--- config.mk ---
export PLATFORM = sky130hd
export DESIGN_NAME = stdtq_cell
export DESIGN_NICKNAME = d
export VERILOG_FILES = /design/src/sv/stdtq_pkg.sv /design/src/sv/stdtq_cell.sv
export SDC_FILE = /design/constraint.sdc
export NUM_CORES = 1
export LEC_CHECK = 0
export BUFFER_PORTS_ARGS = -buffer_cell sky130_fd_sc_hd__buf_2
export CAP_MARGIN = 10
export CORE_AREA = 2 2 149 151
export CTS_CLUSTER_SIZE = 16
export DETAILED_ROUTE_END_ITERATION = 16
export DIE_AREA = 0 0 151 153
export SYNTH_ARGS = -nofsm -noshare
export SYNTH_HDL_FRONTEND = slang
export SYNTH_SLANG_ARGS = --single-unit
--- constraint.sdc ---
create_clock -name clk_i -period 13.4 [get_ports clk_i]
set_clock_uncertainty 0.2 [all_clocks]
set_input_delay 1.34 -clock clk_i [delete_from_list [all_inputs] [get_ports clk_i]]
set_output_delay 1.34 -clock clk_i [all_outputs]
set_load 0.05 [all_outputs]
--- src/sv/stdtq_pkg.sv ---
// ----------------------------------------------------------------------------
// Sorted deadline timer queue - shared definitions
// Field widths, operation and status codes, and the command word that steers
// the row of queue cells.
// ----------------------------------------------------------------------------
package stdtq_pkg;

  localparam int unsigned QUEUE_DEPTH_DEF = 16;
  localparam int unsigned TIME_BITS_DEF   = 48;
  localparam int unsigned MAX_RESULTS     = 16;

  localparam int unsigned OP_W      = 2;
  localparam int unsigned DELAY_W   = 32;
  localparam int unsigned HANDLE_W  = 4;
  localparam int unsigned TAG_W     = 32;
  localparam int unsigned STATUS_W  = 3;
  localparam int unsigned WAIT_W    = 32;
  localparam int unsigned COUNT_W   = 5;
  localparam int unsigned COUNT_MAX = 31;

  // delay, handle, tag, padded to whole bytes
  localparam int unsigned S_TDATA_W = 72;
  // handle, tag, wait, count, padded to whole bytes
  localparam int unsigned M_TDATA_W = 80;

  typedef enum logic [OP_W-1:0] {
    OP_ADD        = 2'd0,
    OP_DEL_HANDLE = 2'd1,
    OP_DEL_TAG    = 2'd2,
    OP_TICK       = 2'd3
  } op_e;

  typedef enum logic [STATUS_W-1:0] {
    STS_DONE      = 3'd0,
    STS_FULL      = 3'd1,
    STS_NOT_FOUND = 3'd2,
    STS_FIRED     = 3'd3,
    STS_NONE      = 3'd4
  } status_e;

  // Command broadcast to every cell of the queue
  typedef struct packed {
    logic insert;   // open a gap at the insertion point and fill it
    logic rm_head;  // drop the head, everything moves up one place
    logic rm_slot;  // drop the entry holding the key slot
    logic rm_tag;   // drop the first entry holding the key tag
  } cell_cmd_t;

endpackage

--- src/sv/stdtq_cell.sv ---
// ----------------------------------------------------------------------------
// Sorted deadline timer queue - queue cell
// Holds one position of the sorted list (deadline, tag, slot) and trades
// entries with its neighbours on insert and remove.
// ----------------------------------------------------------------------------
module stdtq_cell #(
  parameter int unsigned TIME_BITS = stdtq_pkg::TIME_BITS_DEF,
  parameter int unsigned SLOT_W    = 4
) (
  input  logic                     clk_i,
  input  logic                     rst_ni,
  input  stdtq_pkg::cell_cmd_t     cmd_i,
  input  logic [TIME_BITS-1:0]     new_dl_i,
  input  logic [stdtq_pkg::TAG_W-1:0] new_tag_i,
  input  logic [SLOT_W-1:0]        new_slot_i,
  input  logic [SLOT_W-1:0]        key_slot_i,
  input  logic [stdtq_pkg::TAG_W-1:0] key_tag_i,
  input  logic                     prev_vld_i,
  input  logic [TIME_BITS-1:0]     prev_dl_i,
  input  logic [stdtq_pkg::TAG_W-1:0] prev_tag_i,
  input  logic [SLOT_W-1:0]        prev_slot_i,
  input  logic                     prev_after_i,
  input  logic                     prev_hit_i,
  input  logic                     next_vld_i,
  input  logic [TIME_BITS-1:0]     next_dl_i,
  input  logic [stdtq_pkg::TAG_W-1:0] next_tag_i,
  input  logic [SLOT_W-1:0]        next_slot_i,
  output logic                     vld_o,
  output logic [TIME_BITS-1:0]     dl_o,
  output logic [stdtq_pkg::TAG_W-1:0] tag_o,
  output logic [SLOT_W-1:0]        slot_o,
  output logic                     after_o,
  output logic                     hit_o,
  output logic                     match_o
);
  import stdtq_pkg::*;

  logic               vld_q, vld_d;
  logic [TIME_BITS-1:0] dl_q, dl_d;
  logic [TAG_W-1:0]   tag_q, tag_d;
  logic [SLOT_W-1:0]  slot_q, slot_d;
  logic               own_match;

  // An empty cell sits behind every queued entry, so it counts as after
  assign after_o   = !vld_q || (dl_q >= new_dl_i);
  assign own_match = vld_q && ((cmd_i.rm_slot && (slot_q == key_slot_i)) ||
                               (cmd_i.rm_tag && (tag_q == key_tag_i)));
  assign hit_o     = prev_hit_i || own_match;
  assign match_o   = own_match && !prev_hit_i;

  always_comb begin
    vld_d  = vld_q;
    dl_d   = dl_q;
    tag_d  = tag_q;
    slot_d = slot_q;
    if (cmd_i.insert) begin
      if (after_o && prev_after_i) begin
        vld_d  = prev_vld_i;
        dl_d   = prev_dl_i;
        tag_d  = prev_tag_i;
        slot_d = prev_slot_i;
      end else if (after_o) begin
        vld_d  = 1'b1;
        dl_d   = new_dl_i;
        tag_d  = new_tag_i;
        slot_d = new_slot_i;
      end
    end else if (cmd_i.rm_head || hit_o) begin
      // close the gap: take the entry behind
      vld_d  = next_vld_i;
      dl_d   = next_dl_i;
      tag_d  = next_tag_i;
      slot_d = next_slot_i;
    end
  end

  always_ff @(posedge clk_i or negedge rst_ni) begin
    if (!rst_ni) begin
      vld_q <= 1'b0;
    end else begin
      vld_q <= vld_d;
    end
  end

  always_ff @(posedge clk_i) begin
    dl_q   <= dl_d;
    tag_q  <= tag_d;
    slot_q <= slot_d;
  end

  assign vld_o  = vld_q;
  assign dl_o   = dl_q;
  assign tag_o  = tag_q;
  assign slot_o = slot_q;

endmodule

Word-level counts from Yosys, hierarchy flattened. Index checks and enable logic that the tools add are counted.

Bits in registers: 85.

Muxes and demuxes: 16. Equal/unequal tests: 3. Reduce and logical (&&, ||, !) cells: 13. Order comparisons: 1.

Operators with widths (count): $mux W48 (4); $mux W32 (4); $ge A48 B48 Y1 (1); $eq A32 B32 Y1 (1); $mux W4 (4); $logic_and A1 B1 Y1 (5); $eq A4 B4 Y1 (1); $logic_or A1 B1 Y1 (4); $mux W1 (4); $ne A3 B1 Y1 const B (1); $logic_not A1 Y1 (2); $reduce_and A2 Y1 (1); $reduce_bool A2 Y1 (1).

Logic depth before layout (Yosys ltp). Gate-level depths: netlist (run 1).

Depth in word-level cells: 8. Mapped depth: 11.

Worst setup path before layout (run 1). No wires, ideal clock.

Path kind: input-to-reg. Start: input port new_dl_i[46]. End: register dl_q[0] (netlist: dl_o[0]), enable pin. Path slack: 5690 ps. Path buffers: 0. Data required time: 12624 ps. Setup time: 576 ps. Data arrival time: 6933 ps. Stages: 6. Path through: inv_1 ha_1 nand4_1 a2111oi_0 nor4_1 a31oi_1.

Longest elaborated chain between the ends: 5.

Ends and longest elaborated chain: from (decl) (line stdtq_cell.sv:13) `input logic [TIME_BITS-1:0] new_dl_i,`; $ge A48 B48 Y1 (*) (line stdtq_cell.sv:45) `assign after_o = !vld_q || (dl_q >= new_dl_i);`; $logic_or A1 B1 Y1 (*) (line stdtq_cell.sv:45); $logic_and A1 B1 Y1 (line stdtq_cell.sv:57) `if (after_o && prev_after_i) begin`; $ne A3 B1 Y1 (no source line) (*); $reduce_and A2 Y1 (no source line) (*); to (signal assigned) (line stdtq_cell.sv:86) `dl_q <= dl_d;`; to (decl) (line stdtq_cell.sv:39) `logic [TIME_BITS-1:0] dl_q, dl_d;`.

Every way passes the cells marked *; elsewhere a longest branch is shown, timed or not. A chain may end at the register's enable or synchronous reset.

Final worst setup path (run 1).
Start: input port new_dl_i[11]. End: output port after_o.

Longest elaborated chain between the ends: 2.

Ends and longest elaborated chain: $ge A48 B48 Y1 (line stdtq_cell.sv:45); $logic_or A1 B1 Y1 (line stdtq_cell.sv:45); to (decl) (line stdtq_cell.sv:32) `output logic after_o,`.

Every way passes these cells.

==> impl_results.md, run 1 <==
* DR iter-0 viols at 335
* Worst EP required at 11.86 ns
* Fmax at 195 MHz
* Vias at 6463
* Post-CTS Resized at 0
* Slew margin rel. at 20.6%
* Setup Buffers After CTS at 0
* # DRC at 0
* Hold WC Path Type: flip-flop to flip-flop
* Initial Utilization at 29.6%
* DRT Pass-1 Iters at 5
* Cell with the most instances after synthesis: nor2_1
* Syn_area_per_cell at 10.3 sq um
* Post-synth EDFFs at 84
* Synth warn at 0
* Drt total wl at 24.0 mm
* Ports at 386
* TritonCTS Buffers at 9
* Yosys reg bits at 85
* Clk_lat worst skew at 0.35 ns
* CP Capture Type: output port
* Placeable Area at 0.0215 sq mm
* Fin Setup TNS at 0 ns
* Post-synth top cells: nor2_1 (95), edfxtp_1 (84), o221a_2 (67)
* Synth top area share at 39.6%
* Final period util at 38.3%
* Deepest clock path buffer count at 2
* Clock transition at the registers of the reported paths at 0.06 ns
* Max-Cap Viols at 0
* Global-route wire length before repair at 35.4 mm
* Asr flop ratio synth at 1.18%
* Post-Syn Nets at 966
* # setup viols final at 0
* Pin slew with the least headroom to its limit at 1.19 ns
* I/O Buffers at 385
* CTS tree: yes
* Vias in the first global route at 6294
* Critical path class: primary input to output port
* Largest net degree at the start of global routing at 85
* Post-route ant nets at 0
* Syn Inst Count at 620
* Number of distinct library cells after synthesis at 46
* CTS sink cnt at 85
* Cell Rows at 54
* Final Hold Fails at 0
* Wirelength per Cell at 19.0 um
* Pwr dens at 130 mW/mm^2
* Post-route minimum period at 5.14 ns
* Slew Viols, Final at 0
* Vias per cell at 5.11
* Pleak at 4.06 nW
* Detailed placer's ending HPWL at 18.2 mm
* Final Net Count at 1326
* Synth top area cells: edfxtp_1 (40%), o221a_2 (12%), ha_1 (9.4%)
* Worst slack, placed at 8.24 ns
* Outcome: completed
* Yosys top cell by area: edfxtp_1
* GP Congestion at 0.880
* Die extent in y at 153 um
* RSZ-0062 raised after global routing: false
* Critical Path AT at 3.60 ns
* Synth Cell Area at 0.00636 sq mm
* Prevailing post-synth register cell: edfxtp_1
* Die X at 151 um
* Total power at 1.14 mW
* Hold Buf Count CTS at 0
* Grt ovf at 0
* Die Area at 0.0231 sq mm
* Gr usage total at 20.0%
* Critical path fanouts, max at 4
* VDD IR max at 64.5 uV
* Worst-case setup margin in the final layout at 8.26 ns
* Share of the yosys chip area belonging to registers at 40.0%
* Clock Tree Root: clkbuf_16
* Element type at the critical path start: primary input
* Fraction of layout instances using a drive strength above 1 at 48.7%
* Area delta synth->final at 37.6%
* Initial antenna violation count at 1
* H-tree depth at 3
## routing by layer
metal	share of wire [%]	global-route usage [%]	vias to the layer above
met5	0	0	-
li1	-	-	3135
met4	1.5	4.90	0
met1	43	26.1	3072
met3	6.7	4.27	21
met2	48	33.7	235
## stage by stage
stage | cells | instance area [sq um] | utilization [%] | hold slack (ns)
after floorplan | 620 | 6360 | - | 0.629
after global placement | 1249 | 8480 | 39.5 | 0.523
after detailed placement | 1249 | 8480 | 39.5 | 0.517
after CTS | 1265 | 8760 | 40.8 | 0.533
after global routing | 1266 | 8760 | 40.8 | 0.540
final | 1266 | 8760 | 40.8 | 0.526
## worst paths after layout
| check | start | endpoint | slack (ns) | depth (start not counted) |
|---|---|---|---|---|
| max | new_dl_i[11] | after_o | 8.26 | 10 |
| min | vld_o | vld_o | 0.53 | 2 |
| max reg2reg | tag_o[28] | tag_o[2] | 9.23 | 9 |
| min reg2reg | vld_o | vld_o | 0.53 | 2 |
| max in group asynchronous | rst_ni | vld_o | 12.36 | 1 |
| min in group asynchronous | rst_ni | vld_o | 0.56 | 1 |
## critical path, cell delays in order
cell	delay, ns
buf_2	0.10
inv_1	0.05
ha_1	0.30
a21oi_1	0.17
o21ai_0	0.12
a221oi_1	0.42
o32ai_1	0.24
o31ai_4	0.46
nand2_1	0.16
buf_2	0.24
## sequential cells by signal, indices dropped and copies added (netlist names)
name,cells
dl_o,48
tag_o,32
slot_o,4
vld_o,1
## logic make-up (layout without fill, tap and decap cells)
family | after synthesis | after routing | share of synthesized area (%)
xor+xnor | 33 | 33 | 4.54
compound gates | 209 | 209 | 28.6
buf+inv | 96 | 461 | 6.94
fa+ha+maj | 48 | 48 | 9.44
other cells | 0 | 1 | 0
simple gates | 149 | 149 | 10.5
flops | 85 | 85 | 40.0
## power breakdown
group,internal [mW],switching [mW],total [mW]
clock,0.126,0.114,0.240
sequential,0.362,0.0367,0.399
combinational,0.160,0.343,0.503
## final cells by class
| class | instances | area (sq um) |
|---|---|---|
| inverters | 54 | 203 |
| well taps | 280 | 350 |
| repair buffers | 391 | 1970 |
| clock buffers | 9 | 225 |
| fillers | 2240 | 12700 |
| multi-input cells | 439 | 3410 |
| clock inverters | 7 | 51.3 |
| flip-flops and latches | 85 | 2550 |
| diodes | 1 | 2.50 |
## layout by cell type, fill, tap and decap left out, types with 2 or more instances in the layout
master,Yosys,routed
nand4_1,10,10
buf_4,7,7
inv_1,54,54
buf_2,2,384
a221oi_1,3,3
xor2_1,32,32
o221a_1,17,17
a21oi_1,61,61
and4_1,2,2
o221a_2,67,67
nand2_1,12,12
o21ai_0,3,3
a211oi_1,2,2
ha_1,48,48
edfxtp_1,84,84
clkbuf_16,0,9
nor4_1,9,9
a21o_1,3,3
nor2_1,95,95
nor3_1,5,5
nand3_1,9,9
clkinvlp_4,0,4
o22a_1,39,39
Note: power is estimated with default switching activity, not from simulation.
==> run 2, diff against run 1 <==
--- a/config.mk
+++ b/config.mk
@@ -5,12 +5,13 @@
 export SDC_FILE = /design/constraint.sdc
 export NUM_CORES = 1
 export LEC_CHECK = 0
+export ABC_AREA = 1
 export BUFFER_PORTS_ARGS = -buffer_cell sky130_fd_sc_hd__buf_2
 export CAP_MARGIN = 10
-export CORE_AREA = 2 2 149 151
+export CORE_AREA = 2 2 150 152
 export CTS_CLUSTER_SIZE = 16
 export DETAILED_ROUTE_END_ITERATION = 16
-export DIE_AREA = 0 0 151 153
+export DIE_AREA = 0 0 152 154
 export SYNTH_ARGS = -nofsm -noshare
 export SYNTH_HDL_FRONTEND = slang
 export SYNTH_SLANG_ARGS = --single-unit
==> constraint.sdc (replaced) <==
create_clock -name clk_i -period 4.3 [get_ports clk_i]
set_clock_uncertainty 0.2 [all_clocks]
set_input_delay 0.43 -clock clk_i [delete_from_list [all_inputs] [get_ports clk_i]]
set_output_delay 0.43 -clock clk_i [all_outputs]
set_load 0.05 [all_outputs]
==> run 2 against run 1 <==
Worst setup slack got worse by 6.9 ns. Routed wire length decreased by 2.7%. First-iteration DRC count increased by 17%. Critical path type is now flip-flop to flip-flop. Core utilization increased by 0.91 points. Die area increased by 1.3%. Combinational power increased to 3.4 times the previous value. Sequential share of layout area decreased by 0.90 points. Critical endpoint is now dl_o[29]. Clock-buffer cell count increased by 3. Critical path depth increased by 5.
==> impl_results.md, run 2 <==
* Outcome: completed
* Setup Buffers After CTS at 0 (unchanged)
* Detailed placer's ending HPWL at 18.6 mm (+2.0%)
* Largest register FFs at 48 (unchanged)
* Yosys top cell by area: edfxtp_1
* Clk_lat worst skew at 0.34 ns (about the same)
* Critical Path AT at 2.87 ns (-0.73 ns)
* Global-route wire length before repair at 35.4 mm (about the same)
* Clock Tree Root: clkbuf_16
* Fmax at 336 MHz
* Max-Cap Viols at 0 (unchanged)
* Slew Viols, Final at 0 (unchanged)
* Gr usage total at 19.0% (-0.98 points)
* Leading cell type in the layout, fill and taps excluded: buf_2
* # setup viols final at 0 (unchanged)
* CTS tree: yes
* Drt total wl at 23.4 mm (-2.7%)
* Wirelength per Cell at 14.5 um (-24%)
* Core occupancy in the finished layout at 41.7% (+0.91 points)
* Final Net Count at 1671 (+26%)
* Element type at the critical path start: flip-flop
* Clock transition at the registers of the reported paths at 0.07 ns (about the same)
* VDD IR max at 188 uV (+190%)
* CTS sink cnt at 85 (unchanged)
* Hold WC Path Type: primary input to flip-flop
* DRT Pass-1 Iters at 5 (unchanged)
* Switching Fraction at 44.9% (+1.7 points)
* Critical path fanouts, max at 82 (+78)
* NetSw at 1.70 mW (+240%)
* Largest net degree at the start of global routing at 83 (-2.4%)
* Worst EP required at 4.19 ns (-7.67 ns)
* H-tree depth at 3 (unchanged)
* Final Hold Fails at 0 (unchanged)
* Vias at 7184 (+11%)
* Initial antenna violation count at 2 (+1)
* TritonCTS Buffers at 9 (unchanged)
* Post-synth top cells: nand2_1 (373), inv_1 (146), nor2_1 (120)
* Syn Inst Count at 960 (+55%)
* Die extent in y at 154 um (+0.65%)
* Final instance area at 0.00904 sq mm (+3.2%)
* Cell Rows at 54 (unchanged)
* Cell with the most instances after synthesis: nand2_1
* GP Congestion at 0.884 (+0.40%)
* Fin Setup TNS at 0 ns (unchanged)
* Placeable Area at 0.0217 sq mm (+0.94%)
* RSZ-0062 raised after global routing: false
* Pin slew with the least headroom to its limit at 0.635 ns (-0.557 ns)
* P_int at 2.09 mW (+220%)
* Most frequent cells in the layout: buf_2 (384), nand2_1 (373), inv_1 (144)
* Post-route ant nets at 0 (unchanged)
* Number of distinct library cells after synthesis at 25 (-46%)
* Gate power share at 45.6% (+1.6 points)
* Post-route minimum period at 2.98 ns
* Yosys reg bits at 85 (unchanged)
* Initial Utilization at 30.4% (+0.75 points)
* Synth Cell Area at 0.00659 sq mm (+3.5%)
* Die X at 152 um (+0.66%)
* Critical path class: flip-flop to flip-flop
* Hold WS at 0.169 ns (-0.358 ns)
* Pleak at 5.18 nW (+28%)
* Grt ovf at 0 (unchanged)
* Synth top area share at 38.3% (-1.3 points)
* Post-Syn Nets at 1306 (+35%)
* CP Capture Type: flip-flop
* Share of the yosys chip area belonging to registers at 38.7% (-1.4 points)
* Prevailing post-synth register cell: edfxtp_1
* I/O Buffers at 385 (unchanged)
* Vias in the first global route at 6797 (+8.0%)
* Clk pwr share at 21.3% (+0.3 points)
* Ports at 386 (unchanged)
* Synth top area cells: edfxtp_1 (38%), nand2_1 (21%), ha_1 (9.1%)
* Placed cell area at 0.00873 sq mm (+2.9%)
* Syn_area_per_cell at 6.86 sq um (-33%)
* # DRC at 0 (unchanged)
* Final period util at 69.3%
* DR iter-0 viols at 393 (+17%)
* Deepest clock path buffer count at 2 (unchanged)
* Slew margin rel. at 57.7% (+37 points)
* Asr flop ratio synth at 1.18% (unchanged)
* Seq pwr share at 33.1% (-1.8 points)
* Filler instances at 2332 (+4.1%)
* Vias per cell at 4.46 (-13%)
* Die Area at 0.0234 sq mm (+1.3%)
* Post-synth EDFFs at 84 (unchanged)
* Area delta synth->final at 37.2%
* Fraction of layout instances using a drive strength above 1 at 30.8% (-18 points)
* Pwr dens at 419 mW/mm^2 (+220%)
* Synth warn at 0 (unchanged)
## run 2: worst paths after layout
| kind | start | endpoint | slack [ns] | cells after the start |
|---|---|---|---|---|
| setup / recovery | dl_o[39] | dl_o[29] | 1.32 | 15 |
| hold / removal | next_dl_i[0] | dl_o[0] | 0.17 | 3 |
| setup reg to reg | dl_o[39] | dl_o[29] | 1.32 | 15 |
| hold reg to reg | vld_o | vld_o | 0.38 | 2 |
| max in group asynchronous | rst_ni | vld_o | 3.56 | 2 |
| min in group asynchronous | rst_ni | vld_o | 0.25 | 2 |
## run 2: final cells by class
cell class,count,area (sq um),share of cell area (%)
tap,280,350,3.88
antenna,1,2.50,0.0277
timing repair buffer,391,2000,22.1
clock buffer,12,246,2.73
multi-input combinational,692,3290,36.4
inverter,146,551,6.09
clock inverter,4,50.0,0.554
sequential,85,2550,28.2
## run 2: what timing repair did
item / CTS / global route
hold buffers: 1 / 0
hold endpoints to repair: 1 / 0
gates resized for setup: 0 / 0
## run 2: layer usage
metal | vias up | routed length, um | track usage [%]
met5 | - | 13 | 0
met4 | 2 | 337 | 5.34
met3 | 18 | 1810 | 4.71
met2 | 298 | 11500 | 34.3
met1 | 3146 | 9660 | 22.5
li1 | 3720 | - | -
## run 2: cells by family after synthesis
kind of cell,after synthesis,share of synthesized area [%]
buf+inv,183,11.6
flops,85,38.7
simple gates,518,30.3
compound gates,116,9.02
fa+ha+maj,48,9.12
xor+xnor,10,1.33
## run 2: power groups by stage
stage / combinational, mW / clock, mW / sequential [mW]
CTS: 1.75 / 0.833 / 1.26
floorplan: 0.653 / 0 / 1.85
detailed placement: 1.74 / 0 / 1.27
global route: 1.89 / 0.862 / 1.28
global placement: 1.74 / 0 / 1.27
finish: 1.73 / 0.806 / 1.25
## run 2: critical path: stages, from the launching register on
cell	delay [ns]
edfxtp_1	0.41
ha_1	0.31
nand2_1	0.10
nor2_1	0.06
and2_1	0.15
nand2_1	0.10
inv_1	0.04
nand2_1	0.06
nand2_1	0.05
nor2_1	0.15
nand2_2	0.13
nand2_8	0.38
buf_4	0.36
nand2_1	0.08
nand2_1	0.07
o21ai_1	0.07
## run 2: per-stage QoR
stage / total power [mW] / instances / worst slack, ns
2_1_floorplan: 2.50 / 960 / 0.295
3_3_place_gp: 3.00 / 1593 / 1.14
3_5_place_dp: 3.01 / 1593 / 1.09
4_1_cts: 3.84 / 1610 / 1.26
5_1_grt: 4.03 / 1611 / 0.988
6_report: 3.79 / 1611 / 1.32
==> run 3, diff against run 2 <==
--- a/config.mk
+++ b/config.mk
@@ -5,13 +5,13 @@
 export SDC_FILE = /design/constraint.sdc
 export NUM_CORES = 1
 export LEC_CHECK = 0
-export ABC_AREA = 1
+export ABC_AREA = 0
 export BUFFER_PORTS_ARGS = -buffer_cell sky130_fd_sc_hd__buf_2
 export CAP_MARGIN = 10
-export CORE_AREA = 2 2 150 152
+export CORE_AREA = 2 2 151 153
 export CTS_CLUSTER_SIZE = 16
 export DETAILED_ROUTE_END_ITERATION = 16
-export DIE_AREA = 0 0 152 154
+export DIE_AREA = 0 0 153 155
 export SYNTH_ARGS = -nofsm -noshare
 export SYNTH_HDL_FRONTEND = slang
 export SYNTH_SLANG_ARGS = --single-unit
==> constraint.sdc (replaced) <==
create_clock -name clk_i -period 3 [get_ports clk_i]
set_clock_uncertainty 0.2 [all_clocks]
set_input_delay 0.3 -clock clk_i [delete_from_list [all_inputs] [get_ports clk_i]]
set_output_delay 0.3 -clock clk_i [all_outputs]
set_load 0.05 [all_outputs]
==> run 3 against run 2 <==
The run now ends with setup timing left. Worst hold slack lost 0.10 ns. Final cell count shrank 19%. Worst setup slack lost 1.4 ns. Highest routed layer is now met4.
==> impl_results.md, run 3 (synthesized netlist as in run 1, its figures left out) <==
* Critical path class: flip-flop to flip-flop
* Pwr dens at 566 mW/mm^2 (+35%)
* Vias in the first global route at 6468 (-4.8%)
* Grt ovf at 0 (unchanged)
* Die X at 153 um (+0.66%)
* Met1 GRT Util at 28.3% (+5.8 points)
* Vias per cell at 5.18 (+16%)
* Detailed placer's ending HPWL at 19.9 mm (+6.9%)
* Die Area at 0.0237 sq mm (+1.3%)
* Placeable Area at 0.0222 sq mm (+2.5%)
* Worst slack, placed at -0.110 ns (-1.20 ns)
* Die extent in y at 155 um (+0.65%)
* Area delta synth->final at 55.0%
* Post-route minimum period at 3.04 ns (+0.0630 ns)
* Leading cell type in the layout, fill and taps excluded: buf_2
* Clock transition at the registers of the reported paths at 0.07 ns (about the same)
* Post-route ant nets at 0 (unchanged)
* Final period util at 101% (+32 points)
* Critical path fanouts, max at 36 (-56%)
* Clk pwr share at 20.5% (-0.8 points)
* Fmax at 329 MHz (-2.1%)
* Gr usage total at 20.6% (+1.6 points)
* Slew Viols, Final at 0 (unchanged)
* Max-Cap Viols at 0 (unchanged)
* Seq pwr share at 32.3% (-0.8 points)
* CP Capture Type: flip-flop
* Hold WS at 0.0639 ns (-0.105 ns)
* Core occupancy in the finished layout at 44.4% (+2.7 points)
* Met3 usage at 3.04% (-1.7 points)
* I/O Buffers at 385 (unchanged)
* Ports at 386 (unchanged)
* VDD IR max at 242 uV (+28%)
* DRT Pass-1 Iters at 7 (+2)
* Critical Path AT at 2.94 ns (+0.07 ns)
* CTS sink cnt at 85 (unchanged)
* Clock Tree Root: clkbuf_16
* CTS tree: yes
* Pin slew with the least headroom to its limit at 1.01 ns (+0.373 ns)
* Gate power share at 47.2% (+1.6 points)
* RSZ-0062 raised after global routing: true
* Initial antenna violation count at 1 (-1)
* # setup viols final at 51 (+51)
* Most frequent cells in the layout: buf_2 (381), nor2_1 (94), edfxtp_1 (84)
* P_int at 3.23 mW (+55%)
* Worst EP required at 2.89 ns (-1.30 ns)
* Deepest clock path buffer count at 2 (unchanged)
* Failing checks: setup timing
* Element type at the critical path start: flip-flop
* Wirelength per Cell at 20.2 um (+39%)
* GP Congestion at 0.881 (-0.34%)
* Global-route wire length before repair at 37.6 mm (+6.3%)
* Final Hold Fails at 0 (unchanged)
* TritonCTS Buffers at 9 (unchanged)
* Drt total wl at 26.2 mm (+12%)
* Initial Utilization at 28.6% (-1.7 points)
* Worst-case setup margin in the final layout at -0.0417 ns (-1.36 ns)
* DR iter-0 viols at 463 (+18%)
* Outcome: finished with violations
* Met2 Usage GRT at 33.7% (-0.60 points)
* GRT Max-Usage Layer: met2
* Final Net Count at 1354 (-19%)
* NetSw at 2.35 mW (+38%)
* Slew margin rel. at 32.9% (-25 points)
* Cell Rows at 55 (+1.9%)
* # DRC at 0 (unchanged)
* Pleak at 4.48 nW (-13%)
* Clk_lat worst skew at 0.35 ns (about the same)
* Fraction of layout instances using a drive strength above 1 at 51.5% (+21 points)
* H-tree depth at 3 (unchanged)
* Switching Fraction at 42.1% (-2.8 points)
* Vias at 6734 (-6.3%)
* Hold WC Path Type: primary input to flip-flop
* Largest net degree at the start of global routing at 81 (-2.4%)
* Largest register FFs at 48 (unchanged)
[run 3: cell count changes in the layout (fill, tap and decap cells not counted), moves of 11 or more]
cell / delta
nand2_1: -363
nor2_1: -26
o221a_1: +17
o21ai_1: -79
buf_4: +11
o22a_1: +39
xor2_1: +27
inv_1: -90
a21oi_1: +41
o221a_4: +57
[run 3: critical path, stage by stage (launching register included)]
cell and delay [ns]:
edfxtp_1 0.39, inv_1 0.07, ha_1 0.22, nand2b_4 0.15, a2111oi_4 0.30, nor3_1 0.09
o311a_1 0.34, o31ai_4 0.22, buf_4 0.18, nand3_4 0.11, buf_12 0.22, o221a_1 0.27
[run 3: repair_timing]
| action | CTS | global route |
|---|---|---|
| endpoints found under the setup margin | 171 | 171 |
| buffers inserted | 3 | 1 |
| pin swaps | 3 | 4 |
| hold buffers | 1 | 0 |
| gates resized for setup | 11 | 13 |
| endpoints found under the hold margin | 1 | 0 |
| gates cloned | 1 | 7 |
[run 3: area by class of cell]
type / count / area (sq um)
multi-input cells: 439 / 4020
clock inverters: 5 / 52.6
diodes: 3 / 7.51
fillers: 2151 / 12400
flip-flops and latches: 85 / 2550
clock buffers: 10 / 229
repair buffers: 419 / 2450
inverters: 54 / 203
well taps: 285 / 357
[run 3: worst paths after layout]
check	startpoint	end	slack, ns	cells after the start
worst max-delay path	dl_o[0]	dl_o[40]	-0.04	11
worst min-delay path	prev_vld_i	vld_o	0.06	3
worst max register to register	dl_o[0]	dl_o[40]	-0.04	11
worst min register to register	vld_o	vld_o	0.51	2
max in group asynchronous	rst_ni	vld_o	2.45	2
min in group asynchronous	rst_ni	vld_o	0.07	2
[run 3: layer usage]
metal / vias up / share of wire, %
met4: 0 / 1.5
li1: 3213 / -
met3: 21 / 5.9
met5: - / 0
met1: 3241 / 45
met2: 259 / 48
[run 3: per-stage QoR]
stage,TNS [ns],cell area [sq um],power (mW),instances
final,-0.743,9870,5.58,1300
after global routing,-14.96,9860,5.84,1298
after CTS,-3.42,9670,5.53,1289
after detailed placement,-11.31,9260,4.32,1269
after global placement,-5.42,9260,4.30,1269
after floorplan,-90.74,6980,3.53,620
[run 3: power by group through the flow]
stage,sequential [mW],clock [mW],combinational (mW)
final,1.80,1.15,2.63
after global routing,1.82,1.21,2.80
after CTS,1.80,1.17,2.56
after detailed placement,1.82,0,2.50
after global placement,1.82,0,2.47
after floorplan,2.54,0,0.993
